==> config.mk <==
export PLATFORM = sky130hd
export DESIGN_NAME = resource_deadlock_detector_unit
export DESIGN_NICKNAME = d
export VERILOG_FILES = /design/src/rtl/rdd_pkg.sv /design/src/rtl/rdd_ram.sv /design/src/rtl/rdd_engine.sv /design/src/rtl/resource_deadlock_detector_unit.sv
export SDC_FILE = /design/constraint.sdc
export NUM_CORES = 2
export LEC_CHECK = 0
export BUFFER_PORTS_ARGS = -buffer_cell sky130_fd_sc_hd__buf_2
export CAP_MARGIN = 20
export CORE_UTILIZATION = 30
export CTS_CLUSTER_SIZE = 14
export DETAILED_ROUTE_END_ITERATION = 6
export GPL_ROUTABILITY_DRIVEN = 0
export HOLD_SLACK_MARGIN = 0.08
export PLACE_DENSITY = 0.5
export SETUP_SLACK_MARGIN = 0.15
export SKIP_CTS_REPAIR_TIMING = 1
export SYNTH_ARGS = -nofsm -noshare
export SYNTH_HDL_FRONTEND = slang
export SYNTH_SLANG_ARGS = --single-unit
==> constraint.sdc <==
create_clock -name clock -period 3.9 [get_ports clock]
set_clock_uncertainty 0.2 [all_clocks]
set_input_delay 0.39 -clock clock [delete_from_list [all_inputs] [get_ports clock]]
set_output_delay 0.39 -clock clock [all_outputs]
set_load 0.02 [all_outputs]
==> src/rtl/rdd_pkg.sv <==
// Shared types and codes for the resource deadlock detector.
`default_nettype none

package rdd_pkg;

   localparam logic [1:0] KIND_AVAIL = 2'd0;
   localparam logic [1:0] KIND_HELD  = 2'd1;
   localparam logic [1:0] KIND_WANT  = 2'd2;
   localparam logic [1:0] KIND_RUN   = 2'd3;

   localparam logic [0:0] CSR_PROCESS_COUNT  = 1'b0;
   localparam logic [0:0] CSR_RESOURCE_COUNT = 1'b1;

   localparam int CSR_DATA_WIDTH = 4;
   localparam logic [CSR_DATA_WIDTH-1:0] COUNT_REG_RESET = 4'd8;

   localparam int MASK_WIDTH = 8;

   typedef struct packed {
      logic [1:0]  kind;
      logic [2:0]  proc_index;
      logic [2:0]  res_index;
      logic [15:0] count_value;
   } req_item_type;

   typedef struct packed {
      logic                  deadlocked;
      logic [MASK_WIDTH-1:0] blocked_mask;
   } rsp_item_type;

endpackage

`default_nettype wire

==> src/rtl/rdd_ram.sv <==
// Generic simple dual-port RAM with registered read.
`default_nettype none

module rdd_ram #(
   parameter int WIDTH = 16,
   parameter int DEPTH = 8,
   parameter int AW    = (DEPTH > 1) ? $clog2(DEPTH) : 1
) (
   input  wire logic             clock,
   input  wire logic             wr_en,
   input  wire logic [AW-1:0]    wr_addr,
   input  wire logic [WIDTH-1:0] wr_data,
   input  wire logic [AW-1:0]    rd_addr,
   output logic      [WIDTH-1:0] rd_data
);

   logic [WIDTH-1:0] mem_ff [DEPTH];
   logic [WIDTH-1:0] rd_data_ff;

   always_ff @(posedge clock) begin
      if (wr_en) begin
         mem_ff[wr_addr] <= wr_data;
      end
      rd_data_ff <= mem_ff[rd_addr];
   end

   assign rd_data = rd_data_ff;

endmodule

`default_nettype wire

==> src/rtl/rdd_engine.sv <==
// Sweep sequencer: work vector RAM, fit check, saturating release and result register.
`default_nettype none

module rdd_engine import rdd_pkg::*; #(
   parameter int MAX_PROCS     = 8,
   parameter int MAX_RESOURCES = 8,
   parameter int COUNT_WIDTH   = 16,
   parameter int RW  = (MAX_RESOURCES > 1) ? $clog2(MAX_RESOURCES) : 1,
   parameter int TW  = $clog2(MAX_PROCS * MAX_RESOURCES),
   parameter int NPW = $clog2(MAX_PROCS + 1),
   parameter int NRW = $clog2(MAX_RESOURCES + 1)
) (
   input  wire logic                   clock,
   input  wire logic                   reset,
   input  wire logic                   start,
   input  wire logic [NPW-1:0]         np,
   input  wire logic [NRW-1:0]         nr,
   input  wire logic [COUNT_WIDTH-1:0] avail_q,
   input  wire logic [COUNT_WIDTH-1:0] want_q,
   input  wire logic [COUNT_WIDTH-1:0] held_q,
   output logic      [RW-1:0]          rd_res_addr,
   output logic      [TW-1:0]          rd_tbl_addr,
   output logic                        busy,
   output logic                        rsp_valid,
   input  wire logic                   rsp_ready,
   output rsp_item_type                rsp_item
);

   localparam int PW = $clog2(MAX_PROCS);
   localparam logic [COUNT_WIDTH-1:0] COUNT_MAX = {COUNT_WIDTH{1'b1}};

   typedef enum logic [6:0] {
      ST_IDLE   = 7'b0000001,
      ST_COPY   = 7'b0000010,
      ST_SCAN   = 7'b0000100,
      ST_CHECK  = 7'b0001000,
      ST_ADD    = 7'b0010000,
      ST_NEXT   = 7'b0100000,
      ST_FINISH = 7'b1000000
   } state_type;

   state_type              state_ff, state_in;
   logic [PW-1:0]          p_ff, p_in;
   logic [TW-1:0]          row_ff, row_in;
   logic [RW-1:0]          r_ff, r_in;
   logic [RW-1:0]          r1_ff;
   logic                   issue_ff, issue_in;
   logic                   v1_ff;
   logic                   fit_ff, fit_in;
   logic                   progress_ff, progress_in;
   logic [MAX_PROCS-1:0]   done_ff, done_in;
   logic                   rsp_valid_ff, rsp_valid_in;
   rsp_item_type           rsp_item_ff, rsp_item_in;

   logic                   r_last;
   logic                   p_last;
   logic                   pass_end;
   logic [COUNT_WIDTH-1:0] work_q;
   logic                   work_we;
   logic [COUNT_WIDTH-1:0] work_wdata;
   logic [COUNT_WIDTH:0]   sum;
   logic [MAX_PROCS-1:0]   taking_part;
   logic [MAX_PROCS-1:0]   blocked;
   logic [MASK_WIDTH-1:0]  mask;

   assign r_last   = (NRW'(r_ff) + NRW'(1)) == nr;
   assign p_last   = (NPW'(p_ff) + NPW'(1)) == np;
   assign pass_end = !issue_ff && !v1_ff;

   assign rd_res_addr = r_ff;
   assign rd_tbl_addr = row_ff + TW'(r_ff);

   assign sum = {1'b0, work_q} + {1'b0, held_q};

   always_comb begin
      work_we    = v1_ff && (state_ff == ST_COPY || state_ff == ST_ADD);
      work_wdata = avail_q;
      if (state_ff == ST_ADD) begin
         work_wdata = sum[COUNT_WIDTH] ? COUNT_MAX : sum[COUNT_WIDTH-1:0];
      end
   end

   rdd_ram #(
      .WIDTH (COUNT_WIDTH),
      .DEPTH (MAX_RESOURCES),
      .AW    (RW)
   ) u_work_ram (
      .clock   (clock),
      .wr_en   (work_we),
      .wr_addr (r1_ff),
      .wr_data (work_wdata),
      .rd_addr (r_ff),
      .rd_data (work_q)
   );

   always_comb begin
      for (int i = 0; i < MAX_PROCS; i++) begin
         taking_part[i] = i < 32'(np);
      end
   end

   assign blocked = taking_part & ~done_ff;

   for (genvar j = 0; j < MASK_WIDTH; j++) begin : g_mask
      if (j < MAX_PROCS) begin : g_bit
         assign mask[j] = blocked[j];
      end else begin : g_zero
         assign mask[j] = 1'b0;
      end
   end

   always_comb begin
      state_in     = state_ff;
      p_in         = p_ff;
      row_in       = row_ff;
      r_in         = r_ff;
      issue_in     = issue_ff;
      fit_in       = fit_ff;
      progress_in  = progress_ff;
      done_in      = done_ff;
      rsp_valid_in = rsp_valid_ff && !rsp_ready;
      rsp_item_in  = rsp_item_ff;

      if (issue_ff) begin
         if (r_last) begin
            issue_in = 1'b0;
         end else begin
            r_in = r_ff + RW'(1);
         end
      end

      unique case (state_ff)
         ST_IDLE: begin
            if (start) begin
               done_in     = '0;
               progress_in = 1'b0;
               p_in        = '0;
               row_in      = '0;
               r_in        = '0;
               if (np == '0) begin
                  state_in = ST_FINISH;
               end else if (nr == '0) begin
                  state_in = ST_SCAN;
               end else begin
                  issue_in = 1'b1;
                  state_in = ST_COPY;
               end
            end
         end
         ST_COPY: begin
            if (pass_end) begin
               state_in = ST_SCAN;
            end
         end
         ST_SCAN: begin
            if (done_ff[p_ff]) begin
               state_in = ST_NEXT;
            end else if (nr == '0) begin
               done_in[p_ff] = 1'b1;
               progress_in   = 1'b1;
               state_in      = ST_NEXT;
            end else begin
               r_in     = '0;
               issue_in = 1'b1;
               fit_in   = 1'b1;
               state_in = ST_CHECK;
            end
         end
         ST_CHECK: begin
            if (v1_ff && want_q > work_q) begin
               fit_in = 1'b0;
            end
            if (pass_end) begin
               if (fit_ff) begin
                  r_in     = '0;
                  issue_in = 1'b1;
                  state_in = ST_ADD;
               end else begin
                  state_in = ST_NEXT;
               end
            end
         end
         ST_ADD: begin
            if (pass_end) begin
               done_in[p_ff] = 1'b1;
               progress_in   = 1'b1;
               state_in      = ST_NEXT;
            end
         end
         ST_NEXT: begin
            if (p_last) begin
               if (progress_ff) begin
                  p_in        = '0;
                  row_in      = '0;
                  progress_in = 1'b0;
                  state_in    = ST_SCAN;
               end else begin
                  state_in = ST_FINISH;
               end
            end else begin
               p_in     = p_ff + PW'(1);
               row_in   = row_ff + TW'(MAX_RESOURCES);
               state_in = ST_SCAN;
            end
         end
         ST_FINISH: begin
            if (!rsp_valid_ff || rsp_ready) begin
               rsp_valid_in             = 1'b1;
               rsp_item_in.deadlocked   = |blocked;
               rsp_item_in.blocked_mask = mask;
               state_in                 = ST_IDLE;
            end
         end
         default: begin
            state_in = ST_IDLE;
         end
      endcase
   end

   always_ff @(posedge clock) begin
      if (reset) begin
         state_ff     <= ST_IDLE;
         issue_ff     <= 1'b0;
         v1_ff        <= 1'b0;
         rsp_valid_ff <= 1'b0;
      end else begin
         state_ff     <= state_in;
         issue_ff     <= issue_in;
         v1_ff        <= issue_ff;
         rsp_valid_ff <= rsp_valid_in;
      end
      p_ff        <= p_in;
      row_ff      <= row_in;
      r_ff        <= r_in;
      r1_ff       <= r_ff;
      fit_ff      <= fit_in;
      progress_ff <= progress_in;
      done_ff     <= done_in;
      rsp_item_ff <= rsp_item_in;
   end

   assign busy      = state_ff != ST_IDLE;
   assign rsp_valid = rsp_valid_ff;
   assign rsp_item  = rsp_item_ff;

endmodule

`default_nettype wire

==> src/rtl/resource_deadlock_detector_unit.sv <==
// Top level: count registers, load path into the count stores, sweep engine.
// Load items are accepted back to back while no check runs.
// A run item sweeps the processes at most np + 1 times (np the clamped process count),
// reading the work and table RAMs once per resource per pass.
// The result waits in an output register; loads are taken while it waits.
// Synchronous reset clears control state and sets both counts to 8; store contents
// stay undefined until written.
`default_nettype none

module resource_deadlock_detector_unit import rdd_pkg::*; #(
   parameter int MAX_PROCS     = 8,
   parameter int MAX_RESOURCES = 8,
   parameter int COUNT_WIDTH   = 16
) (
   input  wire logic                      clock,
   input  wire logic                      reset,
   input  wire logic                      req_valid,
   output logic                           req_ready,
   input  wire req_item_type              req_item,
   output logic                           rsp_valid,
   input  wire logic                      rsp_ready,
   output rsp_item_type                   rsp_item,
   input  wire logic                      csr_we,
   input  wire logic [0:0]                csr_index,
   input  wire logic [CSR_DATA_WIDTH-1:0] csr_wdata
);

   localparam int RW  = (MAX_RESOURCES > 1) ? $clog2(MAX_RESOURCES) : 1;
   localparam int TW  = $clog2(MAX_PROCS * MAX_RESOURCES);
   localparam int NPW = $clog2(MAX_PROCS + 1);
   localparam int NRW = $clog2(MAX_RESOURCES + 1);

   logic [CSR_DATA_WIDTH-1:0] proc_count_ff, proc_count_in;
   logic [CSR_DATA_WIDTH-1:0] res_count_ff, res_count_in;

   logic [NPW-1:0]         np;
   logic [NRW-1:0]         nr;
   logic                   busy;
   logic                   accept;
   logic                   start;
   logic                   res_ok;
   logic                   proc_ok;
   logic                   avail_we;
   logic                   held_we;
   logic                   want_we;
   logic [RW-1:0]          load_res_addr;
   logic [TW-1:0]          load_tbl_addr;
   logic [COUNT_WIDTH-1:0] load_value;
   logic [RW-1:0]          eng_res_addr;
   logic [TW-1:0]          eng_tbl_addr;
   logic [COUNT_WIDTH-1:0] avail_q;
   logic [COUNT_WIDTH-1:0] held_q;
   logic [COUNT_WIDTH-1:0] want_q;

   always_comb begin
      proc_count_in = proc_count_ff;
      res_count_in  = res_count_ff;
      if (csr_we) begin
         unique case (csr_index)
            CSR_PROCESS_COUNT:  proc_count_in = csr_wdata;
            CSR_RESOURCE_COUNT: res_count_in  = csr_wdata;
            default: ;
         endcase
      end
   end

   always_ff @(posedge clock) begin
      if (reset) begin
         proc_count_ff <= COUNT_REG_RESET;
         res_count_ff  <= COUNT_REG_RESET;
      end else begin
         proc_count_ff <= proc_count_in;
         res_count_ff  <= res_count_in;
      end
   end

   assign np = (32'(proc_count_ff) > MAX_PROCS) ? NPW'(MAX_PROCS) : NPW'(proc_count_ff);
   assign nr = (32'(res_count_ff) > MAX_RESOURCES) ? NRW'(MAX_RESOURCES)
                                                     : NRW'(res_count_ff);

   assign req_ready = !busy;
   assign accept    = req_valid && req_ready;
   assign start     = accept && req_item.kind == KIND_RUN;

   assign res_ok   = 32'(req_item.res_index) < MAX_RESOURCES;
   assign proc_ok  = 32'(req_item.proc_index) < MAX_PROCS;
   assign avail_we = accept && res_ok && req_item.kind == KIND_AVAIL;
   assign held_we  = accept && res_ok && proc_ok && req_item.kind == KIND_HELD;
   assign want_we  = accept && res_ok && proc_ok && req_item.kind == KIND_WANT;

   assign load_res_addr = RW'(req_item.res_index);
   assign load_tbl_addr = TW'(32'(req_item.proc_index) * 32'(MAX_RESOURCES)
                              + 32'(req_item.res_index));
   assign load_value    = COUNT_WIDTH'(req_item.count_value);

   rdd_ram #(
      .WIDTH (COUNT_WIDTH),
      .DEPTH (MAX_RESOURCES),
      .AW    (RW)
   ) u_avail_ram (
      .clock   (clock),
      .wr_en   (avail_we),
      .wr_addr (load_res_addr),
      .wr_data (load_value),
      .rd_addr (eng_res_addr),
      .rd_data (avail_q)
   );

   rdd_ram #(
      .WIDTH (COUNT_WIDTH),
      .DEPTH (MAX_PROCS * MAX_RESOURCES),
      .AW    (TW)
   ) u_held_ram (
      .clock   (clock),
      .wr_en   (held_we),
      .wr_addr (load_tbl_addr),
      .wr_data (load_value),
      .rd_addr (eng_tbl_addr),
      .rd_data (held_q)
   );

   rdd_ram #(
      .WIDTH (COUNT_WIDTH),
      .DEPTH (MAX_PROCS * MAX_RESOURCES),
      .AW    (TW)
   ) u_want_ram (
      .clock   (clock),
      .wr_en   (want_we),
      .wr_addr (load_tbl_addr),
      .wr_data (load_value),
      .rd_addr (eng_tbl_addr),
      .rd_data (want_q)
   );

   rdd_engine #(
      .MAX_PROCS     (MAX_PROCS),
      .MAX_RESOURCES (MAX_RESOURCES),
      .COUNT_WIDTH   (COUNT_WIDTH),
      .RW            (RW),
      .TW            (TW),
      .NPW           (NPW),
      .NRW           (NRW)
   ) u_engine (
      .clock       (clock),
      .reset       (reset),
      .start       (start),
      .np          (np),
      .nr          (nr),
      .avail_q     (avail_q),
      .want_q      (want_q),
      .held_q      (held_q),
      .rd_res_addr (eng_res_addr),
      .rd_tbl_addr (eng_tbl_addr),
      .busy        (busy),
      .rsp_valid   (rsp_valid),
      .rsp_ready   (rsp_ready),
      .rsp_item    (rsp_item)
   );

endmodule

`default_nettype wire

==> out/results.tsv <==
stage	metric	value	unit
global_route	grt-ovfl-total	0	
sta	postLayoutSetupSlackWorst	0.2805	ns
synthesis	avgSynthCellArea	21.33	sq um
global_route	grt_max_degree	97	
synthesis	yosysSeqAreaShare	76.93	%
sta	period_minus_slack	3.619	ns
sta	max-slew-margin-rel	14.83	%
detailed_routing	num_vias	45580	
clock_network	clock_latency	0.92	ns
final_layout	fillCellCount	28590	
power	power.switching	21.02	mW
floorplan	row_count	204	
setup_path	worst_setup_path_end_kind	flip-flop	
detailed_routing	wl_per_cell	27.78	um
synthesis	postSynth.topFlopCell	edfxtp_1	
worst_hold_path	hold_class	in -> reg	
global_route	grt_usage	15.88	%
detailed_routing	vias_per_cell	5.009	
setup_path	path_cells	nor4_1, nand3_1, inv_1, and4b_1, buf_4, nand3_1, nor2_1, buf_12	
floorplan	fp.dieH	559.4	um
power	p_sw_share	29.15	%
floorplan	die_area	0.3129	sq mm
final_layout	multi_input_area	0.02040	sq mm
synthesis	ys_types	76	
power	ir_worst_vdd	0.4503	mV
place	dp_slack	0.3244	ns
final_layout	drive_gt1_share	28.66	%
global_route	grt_pass1_wl	357400	um
floorplan	io_pins	45	
setup_path	crit_arrival	4.00	ns
synthesis	synth_fp_nets	4439	
floorplan	core_area	0.3088	sq mm
status	violations	design-rule violations	
final_layout	syn2layout_area_growth	17.35	%
setup_path	crit_fanout	13	
setup_path	cp_top_family	simple AND/OR/NAND/NOR gates	
setup_path	slowest_delay	0.50	ns
clock_network	cts.sinks	2417	
detailed_routing	antenna_left	0	
setup_path	critical_path_class	reg -> reg	
place	dpl.hpwl	151100	um
sta	maxSlewViolCount	0	
final_layout	most-common-layout-cells	edfxtp_1, mux4_2, buf_4	
sta	fin_crit_sh	92.81	%
setup_path	worst_ep_required_time	4.28	ns
detailed_routing	drc	16	
sta	finalHoldViolations	0	
status	status	finished, violations left	
setup_path	start_kind	flip-flop	
clock_network	tritoncts	done	
sta	finalSetupViolations	0	
synthesis	async_flop_share	0	%
final_layout	seq_area	0.07171	sq mm
setup_path	slowest_stage	nor4_1	
sta	tightest_slew	1.278	ns
global_route	antenna_found_initial	21	
clock_network	cts_buffer_depth	4	
clock_network	cts.clk_slew.worst_paths	0.06	ns
power	leakage	33.98	nW
synthesis	synth_edf_count	2329	
floorplan	die_w	559.4	um
floorplan	start_util	30.18	%
power	p_int	51.09	mW
clock_network	h-tree-depth	4	
synthesis	netlist_instances	4369	
power	p_per_area	659.3	mW/mm^2
final_layout	nNetsFinal	4842	
clock_network	root_buffer	clkbuf_16	
synthesis	synth_seq_cells	2417	
job	cap_violations	0	
sta	tns	0	ns
detailed_routing	routed_wl	252800	um
place	port-buffer-count	44	
clock_network	numCtsBuffers	247	
sta	fmax	276.3	MHz
synthesis	yosys_warnings	0	
final_layout	layout_commonest_cell	edfxtp_1	
power	pwr-share-clk	33.1	%
setup_path	path_buf_inv	3	
synthesis	netlist_area	0.09320	sq mm
power	combPwrFrac	25.3	%
global_route	grt_pass1_vias	45720	
power	p_seq_share	41.6	%
sta	rsz0062_at_grt	true	
final_layout	final_core_util	35.41	%
detailed_routing	first_iter_violations	4870	
setup_path	worst_path_most_repeated_cell	nand3_1	
detailed_routing	drt_pass1_iterations	7	
sequential cells by signal, indices dropped and copies added, names as in the netlist, 8 cells and up:
name                         cells
u_engine.rsp_item                9
u_engine.done_ff                 8
u_avail_ram.rd_data             16
u_held_ram.rd_data              16
u_avail_ram.mem_ff             128
u_want_ram.rd_data              16
u_engine.u_work_ram.rd_data     16
u_held_ram.mem_ff             1024
u_want_ram.mem_ff             1024
u_engine.u_work_ram.mem_ff     128
per-layer routing:
| metal | part of all wire (%) | track usage (%) | vias to the layer above |
|---|---|---|---|
| met2 | 48 | 25.72 | 1381 |
| met5 | 0.012 | 0 | - |
| met1 | 45 | 22.74 | 24840 |
| met3 | 5.7 | 2.404 | 285 |
| met4 | 1.7 | 3.047 | 6 |
| li1 | - | - | 19070 |
cell families after synthesis:
| kind of cell | count (synthesis) | share of synthesized area, % |
|---|---|---|
| XOR/XNOR | 21 | 0.2121 |
| flip-flops | 2417 | 76.93 |
| AND/OR/NAND/NOR | 529 | 2.514 |
| multiplexers | 697 | 15.71 |
| adder cells (fa/ha/maj) | 36 | 0.4913 |
| buffers and inverters | 275 | 1.415 |
| AO/OA/AOI/OAI | 394 | 2.735 |
final timing paths:
kind                                           from                                   to  slack, ns  depth (start not counted)
hold / removal                         req_item[19]  u_want_ram.mem_ff[56][13]$_DFFE_PP_       0.09                          3
hold reg to reg        u_engine.issue_ff$_SDFF_PP0_            u_engine.v1_ff$_SDFF_PP0_       0.35                          1
setup reg to reg  u_engine.state_ff[1]$_SDFFE_PP0P_   u_held_ram.mem_ff[33][1]$_DFFE_PP_       0.28                          8
setup / recovery  u_engine.state_ff[1]$_SDFFE_PP0P_   u_held_ram.mem_ff[33][1]$_DFFE_PP_       0.28                          8
per-stage QoR:
| stage | power (mW) | hold WS [ns] | instance area, sq um | std cells |
|---|---|---|---|---|
| finish | 72.12 | 0.09365 | 109400 | 9101 |
| global route | 74.70 | 0.09464 | 109400 | 9097 |
| CTS | 72.89 | -0.4768 | 109000 | 9056 |
| detailed placement | 48.99 | 0.3395 | 100800 | 8603 |
| global placement | 48.95 | 0.3356 | 100700 | 8598 |
| floorplan | 41.61 | 0.1529 | 93200 | 4369 |
worst reg2reg max path, delay by kind of cell, from the launching register on:
family	cells	cell delay (ns)
buffers and inverters	3	0.73
flip-flops	1	0.43
AND/OR/NAND/NOR	5	1.96
Yosys cell counts, types with 3 or more instances:
cell	count	share of area, %
a211o_1	4	0.038
a211oi_1	11	0.089
a21o_1	15	0.12
a21oi_1	102	0.55
a221o_1	3	0.032
a22o_1	3	0.028
a22oi_1	35	0.28
a31oi_1	15	0.10
and2_1	8	0.054
and3_1	10	0.067
buf_1	20	0.081
buf_2	79	0.42
buf_4	33	0.27
buf_6	7	0.085
clkbuf_1	94	0.38
dfxtp_1	88	1.9
edfxtp_1	2329	75
ha_1	35	0.47
inv_1	40	0.16
mux2_2	3	0.036
mux2i_1	82	0.88
mux4_2	612	15
nand2_1	178	0.72
nand2b_1	11	0.074
nand3_1	27	0.14
nand3b_1	9	0.072
nand4_1	10	0.067
nand4b_1	3	0.028
nor2_1	215	0.87
nor2b_1	15	0.10
nor3_1	18	0.097
nor4_1	5	0.034
o211ai_1	7	0.056
o21a_1	4	0.032
o21ai_0	90	0.48
o221ai_1	42	0.39
o22a_1	15	0.14
o22ai_1	23	0.15
o31ai_1	3	0.024
or3_1	3	0.020
or3b_2	3	0.028
xnor2_1	11	0.10
xor2_1	9	0.085
power groups by stage:
stage                     Combinational (mW)  Clock, mW  Sequential [mW]
after global routing                    19.4       25.3             30.0
after global placement                  18.4          0             30.5
after CTS                               18.5       24.4             30.0
final                                   18.3       23.9             30.0
after floorplan                         11.7          0             30.0
after detailed placement                18.5          0             30.5
cell type report:
type                       instances  share of cell area (%)
antenna                            5                 0.01144
clock buffer                     316                   6.085
clock inverter                   137                   1.346
inverter                          41                  0.1499
multi-input combinational       1677                   18.65
sequential                      2417                   65.56
tap                             4120                   4.713
timing repair buffer             388                   3.481
(Power assumes the default switching activity.)
